$ cat src/deq_pkg.sv
`timescale 1ns / 1ps
// ----------------------------------------------------------------------------
// deq_pkg
// Shared types, constants and index helpers for the double-ended queue.
// ----------------------------------------------------------------------------
package deq_pkg;

  localparam int DEPTH = 16;
  localparam int IDX_W = (DEPTH > 1) ? $clog2(DEPTH) : 1;
  localparam int CNT_W = $clog2(DEPTH + 1);

  localparam logic [2:0] ACT_PUSH_FRONT = 3'd0;
  localparam logic [2:0] ACT_PUSH_BACK  = 3'd1;
  localparam logic [2:0] ACT_POP_FRONT  = 3'd2;
  localparam logic [2:0] ACT_POP_BACK   = 3'd3;

  localparam logic signed [31:0] EMPTY_WORD = -32'sd1;

  typedef struct packed {
    logic [2:0]         action;
    logic signed [31:0] push_value;
  } deq_in_t;

  typedef struct packed {
    logic signed [31:0] front_value;
    logic signed [31:0] back_value;
    logic               is_empty;
    logic               is_full;
    logic               accepted;
  } deq_out_t;

  typedef struct packed {
    logic load;
    logic exec;
    logic read;
  } deq_cmd_t;

  // base + offset, modulo DEPTH; sum is always below 2*DEPTH
  function automatic logic [IDX_W-1:0] slot_wrap(input logic [CNT_W:0] s);
    logic [CNT_W:0] t;
    t = (s >= (CNT_W+1)'(DEPTH)) ? s - (CNT_W+1)'(DEPTH) : s;
    return t[IDX_W-1:0];
  endfunction

endpackage

$ cat src/deq_ctrl.sv
`timescale 1ns / 1ps
// ----------------------------------------------------------------------------
// deq_ctrl
// Sequencer: latch, execute, read back, report.
// ----------------------------------------------------------------------------
module deq_ctrl (
  input  logic              clk,
  input  logic              rst,
  input  logic              start,
  output logic              busy,
  output logic              done,
  output deq_pkg::deq_cmd_t cmd
);

  typedef enum logic [1:0] {S_IDLE, S_EXEC, S_READ, S_RESP} state_t;

  state_t state;

  always_comb begin
    cmd.load = start && !busy;
    cmd.exec = (state == S_EXEC);
    cmd.read = (state == S_READ);
  end

  always_ff @(posedge clk) begin
    if (rst) begin
      state <= S_IDLE;
      busy  <= 1'b0;
      done  <= 1'b0;
    end else begin
      unique case (state)
        S_IDLE: begin
          done <= 1'b0;
          if (start) begin
            state <= S_EXEC;
            busy  <= 1'b1;
          end
        end
        S_EXEC: begin
          state <= S_READ;
        end
        S_READ: begin
          state <= S_RESP;
          busy  <= 1'b0;
          done  <= 1'b1;
        end
        S_RESP: begin
          done <= 1'b0;
          if (start) begin
            state <= S_EXEC;
            busy  <= 1'b1;
          end else begin
            state <= S_IDLE;
          end
        end
        default: begin
          state <= S_IDLE;
          busy  <= 1'b0;
          done  <= 1'b0;
        end
      endcase
    end
  end

endmodule

$ cat src/deq_datapath.sv
`timescale 1ns / 1ps
// ----------------------------------------------------------------------------
// deq_datapath
// Circular word store, front index and occupancy, result registers.
// ----------------------------------------------------------------------------
module deq_datapath (
  input  logic              clk,
  input  logic              rst,
  input  deq_pkg::deq_cmd_t cmd,
  input  deq_pkg::deq_in_t  item,
  output deq_pkg::deq_out_t result
);

  logic [31:0]                  mem [deq_pkg::DEPTH];
  logic [deq_pkg::IDX_W-1:0]    front_idx;
  logic [deq_pkg::CNT_W-1:0]    occ;
  logic [2:0]                   act;
  logic signed [31:0]           val;
  logic                         ok;
  logic [31:0]                  rd_front;
  logic [31:0]                  rd_back;

  logic [deq_pkg::IDX_W-1:0]    front_idx_next;
  logic [deq_pkg::CNT_W-1:0]    occ_next;
  logic                         ok_next;
  logic                         wr_en;
  logic [deq_pkg::IDX_W-1:0]    wr_addr;
  logic [deq_pkg::IDX_W-1:0]    front_dec;
  logic [deq_pkg::IDX_W-1:0]    back_addr;
  logic                         is_empty;
  logic                         is_full;
  logic [deq_pkg::CNT_W-1:0]    occ_m1;

  assign is_empty = (occ == '0);
  assign is_full  = (occ == deq_pkg::CNT_W'(deq_pkg::DEPTH));
  assign occ_m1   = is_empty ? '0 : occ - 1'b1;

  assign front_dec = (front_idx == '0) ? deq_pkg::IDX_W'(deq_pkg::DEPTH - 1)
                                       : front_idx - 1'b1;
  assign back_addr = deq_pkg::slot_wrap((deq_pkg::CNT_W+1)'(front_idx)
                                        + (deq_pkg::CNT_W+1)'(occ_m1));

  always_comb begin
    front_idx_next = front_idx;
    occ_next       = occ;
    ok_next        = 1'b1;
    wr_en          = 1'b0;
    wr_addr        = front_dec;
    unique case (act)
      deq_pkg::ACT_PUSH_FRONT: begin
        if (is_full) begin
          ok_next = 1'b0;
        end else begin
          wr_en          = 1'b1;
          wr_addr        = front_dec;
          front_idx_next = front_dec;
          occ_next       = occ + 1'b1;
        end
      end
      deq_pkg::ACT_PUSH_BACK: begin
        if (is_full) begin
          ok_next = 1'b0;
        end else begin
          wr_en    = 1'b1;
          wr_addr  = deq_pkg::slot_wrap((deq_pkg::CNT_W+1)'(front_idx)
                                        + (deq_pkg::CNT_W+1)'(occ));
          occ_next = occ + 1'b1;
        end
      end
      deq_pkg::ACT_POP_FRONT: begin
        if (is_empty) begin
          ok_next = 1'b0;
        end else begin
          front_idx_next = deq_pkg::slot_wrap((deq_pkg::CNT_W+1)'(front_idx) + 1'b1);
          occ_next       = occ - 1'b1;
        end
      end
      deq_pkg::ACT_POP_BACK: begin
        if (is_empty) begin
          ok_next = 1'b0;
        end else begin
          occ_next = occ - 1'b1;
        end
      end
      default: begin
      end
    endcase
  end

  always_ff @(posedge clk) begin
    if (rst) begin
      front_idx <= '0;
      occ       <= '0;
    end else if (cmd.exec) begin
      front_idx <= front_idx_next;
      occ       <= occ_next;
    end
  end

  always_ff @(posedge clk) begin
    if (cmd.load) begin
      act <= item.action;
      val <= item.push_value;
    end
    if (cmd.exec) begin
      ok <= ok_next;
    end
  end

  always_ff @(posedge clk) begin
    if (cmd.exec && wr_en) begin
      mem[wr_addr] <= val;
    end
  end

  always_ff @(posedge clk) begin
    if (cmd.read) begin
      rd_front <= mem[front_idx];
      rd_back  <= mem[back_addr];
    end
  end

  always_comb begin
    result.front_value = is_empty ? deq_pkg::EMPTY_WORD : rd_front;
    result.back_value  = is_empty ? deq_pkg::EMPTY_WORD : rd_back;
    result.is_empty    = is_empty;
    result.is_full     = is_full;
    result.accepted    = ok;
  end

endmodule

$ cat src/double_ended_queue_top.sv
`timescale 1ns / 1ps
// ----------------------------------------------------------------------------
// double_ended_queue_top
// Double-ended queue of signed 32-bit words in a circular store.
// ----------------------------------------------------------------------------
//  channel   ports                 transfer
//  item      start, busy, cmd      at a rising edge with start high, busy low
//  result    done, result          done high for one cycle, taken at its end
//
//  An item passes through execute (store write, pointer update), registered
//  store read of front and back, then the result cycle with done high.
//  busy is low in the result cycle, so a new item may follow right away.
//  Synchronous active-high reset clears the pointers and the occupancy.
//  The receiver cannot stall; results are never held.
// ----------------------------------------------------------------------------
module double_ended_queue_top (
  input  logic              clk,
  input  logic              rst,
  input  logic              start,
  output logic              busy,
  input  deq_pkg::deq_in_t  cmd,
  output logic              done,
  output deq_pkg::deq_out_t result
);

  deq_pkg::deq_cmd_t ctl;

  deq_ctrl u_ctrl (
    .clk   (clk),
    .rst   (rst),
    .start (start),
    .busy  (busy),
    .done  (done),
    .cmd   (ctl)
  );

  deq_datapath u_datapath (
    .clk    (clk),
    .rst    (rst),
    .cmd    (ctl),
    .item   (cmd),
    .result (result)
  );

endmodule
$ cat config.mk
export PLATFORM = sky130hd
export DESIGN_NAME = double_ended_queue_top
export DESIGN_NICKNAME = d
export VERILOG_FILES = /design/src/deq_pkg.sv /design/src/deq_ctrl.sv /design/src/deq_datapath.sv /design/src/double_ended_queue_top.sv
export SDC_FILE = /design/constraint.sdc
export NUM_CORES = 1
export LEC_CHECK = 0
export ABC_CLOCK_PERIOD_IN_PS = 11700
export BUFFER_PORTS_ARGS = -buffer_cell sky130_fd_sc_hd__buf_2
export CORE_MARGIN = 2
export CORE_UTILIZATION = 60
export CTS_CLUSTER_SIZE = 24
export DETAILED_ROUTE_END_ITERATION = 8
export GPL_TIMING_DRIVEN = 0
export HOLD_SLACK_MARGIN = 0.05
export PLACE_DENSITY = 0.77
export SLEW_MARGIN = 20
export SYNTH_ARGS = -nofsm -noshare
export SYNTH_HDL_FRONTEND = slang
export SYNTH_SLANG_ARGS = --single-unit
$ cat constraint.sdc
create_clock -name clk -period 11.7 [get_ports clk]
set_input_delay 1.755 -clock clk [delete_from_list [all_inputs] [get_ports clk]]
set_output_delay 1.755 -clock clk [all_outputs]
set_load 0.03 [all_outputs]
==> flow_summary.toml <==
[outcome]
outcome = "completed"

[floorplan]
start_util_pct = 60.4
dieArea_mm2 = 0.0496
die_w_um = 223
core-area_mm2 = 0.0475
placementRows = 80
io_pins = 107
die_h_um = 223

[drt]
drtIter0Drc = 3044
routedWlPerCell_um = 36.5
vias = 17400
wl_mm = 83.6
drc_errors = 0
drtAntennaViolNets = 0
via_per_inst = 7.61
dr.pass1.iters = 5

[global_route]
use_met1_pct = 47.3
met3_usage_pct = 8.78
grt_pass1_vias = 17500
grtUsageTotal_pct = 34.3
gr-total-overflow = 0
met2_usage_pct = 52.2
grt_pass1_wl_mm = 119
antenna_found_initial = 2
grt_max_degree = 38
grt.busiest_layer = "met2"

[critical_path]
cpMostUsedCell = "clkbuf_1"
critPathArrivalTime_ns = 6.77
endpoint_kind = "register"
startpoint_type = "register"
path_cells = "inv_1 -> ha_1 -> nand2_1 -> nor2_1 -> clkbuf_1 -> clkbuf_1 -> nor2_1 -> ha_1 -> fa_1 -> clkbuf_1 -> clkbuf_1 -> mux4_2 -> o22ai_1 -> o32ai_2"
critPathLaunch = "u_datapath.occ[0]"
critical_path_required_ns = 12.14
crit_type = "register to register"
cp_max_fo = 10
slowest_stage = "clkbuf_1"
critPathMaxStageDelay_ns = 0.91
r2r-start = "u_datapath.occ[0]"

[sta]
timing.fmax_mhz = 158
rsz0062_at_grt = "no"
finalClockSkew_ns = 0.0270
timing.final.crit_share_pct = 54.1
final_hold_viol_count = 0
worstMarginPinSlew_ns = 1.19
period_minus_slack_ns = 6.33
setup_viol = 0
timing.final.max_slew_violations = 0
tns_ns = 0
maxSlewHeadroom_pct = 20.5

[finish]
areaGrowthSynthToFinish_pct = 14.5
num_antenna_cells = 0
num-nets-final = 1682
drive_gt1_share_pct = 41.5
fill_cells = 2858

[flow_run]
drv_cap = 0

[placement]
place.gp.congestion = 0.907
dp_hpwl_mm = 52.2
portBuffers = 106

[power_and_ir_drop]
peakVddDrop_mv = 0.181
fin_total_pwr_mw = 8.03
leakagePower_nw = 10.0
powerDensity_mw_per_mm2 = 244

[clocking]
clock_sinks = 625
postCtsHoldBufs = 0
numCtsBuffers = 61
cts-htree-levels = 2
clk_pin_slew_worst_paths_ns = 0.07
clk_latency_ns = 0.65
postCtsSetupRepairBufs = 0
cts_resized = 0
clock-root-buffer = "clkbuf_16"
clockBufferDepth = 3
tritoncts = "yes"

[min_path]
hold_start = "u_ctrl.done"
min_path_type = "register to register"

[synthesis]
async_flop_share_pct = 0
syn_avg_cell_area_um2 = 20.1
synth.distinct_cells = 57
synth-seq-area-share_pct = 64.9
syn_inst = 1432
synth_area_mm2 = 0.0287
synth_fp_nets = 1488
yosys_warnings = 0
synth_edf_count = 612
synth_flop_cell = "edfxtp_1"
synth-seq-cells = 625
==> path summary, 6_finish.rpt <==
| path | end | slack (ns) | cells past startpoint |
|---|---|---|---|
| setup / recovery | u_datapath.rd_back[23] | 5.37 | 14 |
| hold / removal | u_ctrl.done | 0.51 | 2 |
| setup reg to reg | u_datapath.rd_back[23] | 5.37 | 14 |
| hold reg to reg | u_ctrl.done | 0.51 | 2 |
==> flip-flops by register name, summed over array words and instances (netlist names) <==
signal / count
u_ctrl.busy: 1
u_ctrl.done: 1
u_ctrl.state: 2
u_datapath.act: 3
u_datapath.front_idx: 4
u_datapath.mem: 512
u_datapath.occ: 5
u_datapath.ok: 1
u_datapath.rd_back: 32
u_datapath.rd_front: 32
u_datapath.val: 32
==> critical path, delay by kind of cell (launching register included) <==
family | cells | cell delay [ns]
buffers and inverters | 5 | 2.90
adder cells (fa/ha/maj) | 3 | 1.09
flip-flops | 1 | 0.43
AO/OA/AOI/OAI | 2 | 0.51
multiplexers | 1 | 0.43
AND/OR/NAND/NOR | 3 | 0.76
==> cell families (layout without fill, tap and decap cells) <==
family	after synthesis	count (layout)	synth area share (%)
fa+ha+maj	18	18	0.836
xor+xnor	15	15	0.483
buf+inv	126	370	2.14
mux	290	290	22.6
flops	625	625	64.9
simple gates	155	155	2.98
compound gates	203	203	6.07
==> synth_stat cells (9+ instances only) <==
cell,n,area (um2)
or2_2,64,400
buf_6,11,124
xnor2_1,10,87.6
inv_1,13,48.8
buf_2,36,180
ha_1,16,200
nand2_1,13,48.8
a21oi_1,11,55.1
nor2b_1,9,56.3
nor2_1,33,124
clkbuf_1,51,191
o32ai_2,28,455
mux4_2,287,6460
o221ai_1,31,272
buf_1,10,37.5
edfxtp_1,612,18400
o22ai_1,98,613
dfxtp_1,13,260
==> metal layers <==
metal,vias to the layer above,part of all wire (%)
li1,6629,-
met1,8917,34
met2,1559,46
met3,333,14
met4,2,5.4
met5,-,0.0084
==> power breakdown <==
part	internal [mW]	switching, mW
logic	1.24	1.88
registers	2.74	0.118
clock network	1.17	0.884
==> per-stage QoR <==
| step | worst slack (ns) | hold WS (ns) | area [um2] | instances | util [%] |
|---|---|---|---|---|---|
| global placement | 4.63 | 0.472 | 30000 | 2153 | 63.2 |
| floorplan | 7.60 | 0.501 | 28700 | 1432 | - |
| detailed placement | 5.63 | 0.518 | 30800 | 2178 | 64.8 |
| global route | 5.33 | 0.564 | 32900 | 2291 | 69.2 |
| finish | 5.37 | 0.514 | 32900 | 2291 | 69.2 |
| CTS | 5.57 | 0.532 | 32900 | 2291 | 69.2 |
==> placed cells by master, fill, tap and decap left out, types with 15 or more instances in the layout <==
cell type  Yosys  routed
buf_16         0      21
buf_2         36     142
clkbuf_1      51      51
clkbuf_16      0      62
edfxtp_1     612     612
ha_1          16      15
mux4_2       287     287
nor2_1        33      25
o221ai_1      31      31
o22ai_1       98      98
o32ai_2       28      28
or2_2         64      64
==> final cells by class <==
cell class,instances,area [um2],area share (%)
Inverter,14,52.6,0.160
Tap cell,615,769,2.34
Timing Repair Buffer,131,1190,3.61
Sequential cell,625,18600,56.7
Multi-Input combinational cell,681,9590,29.2
Clock buffer,65,1560,4.75
Buffer,112,567,1.72
Clock inverter,48,528,1.60
(Power assumes the default switching activity.)
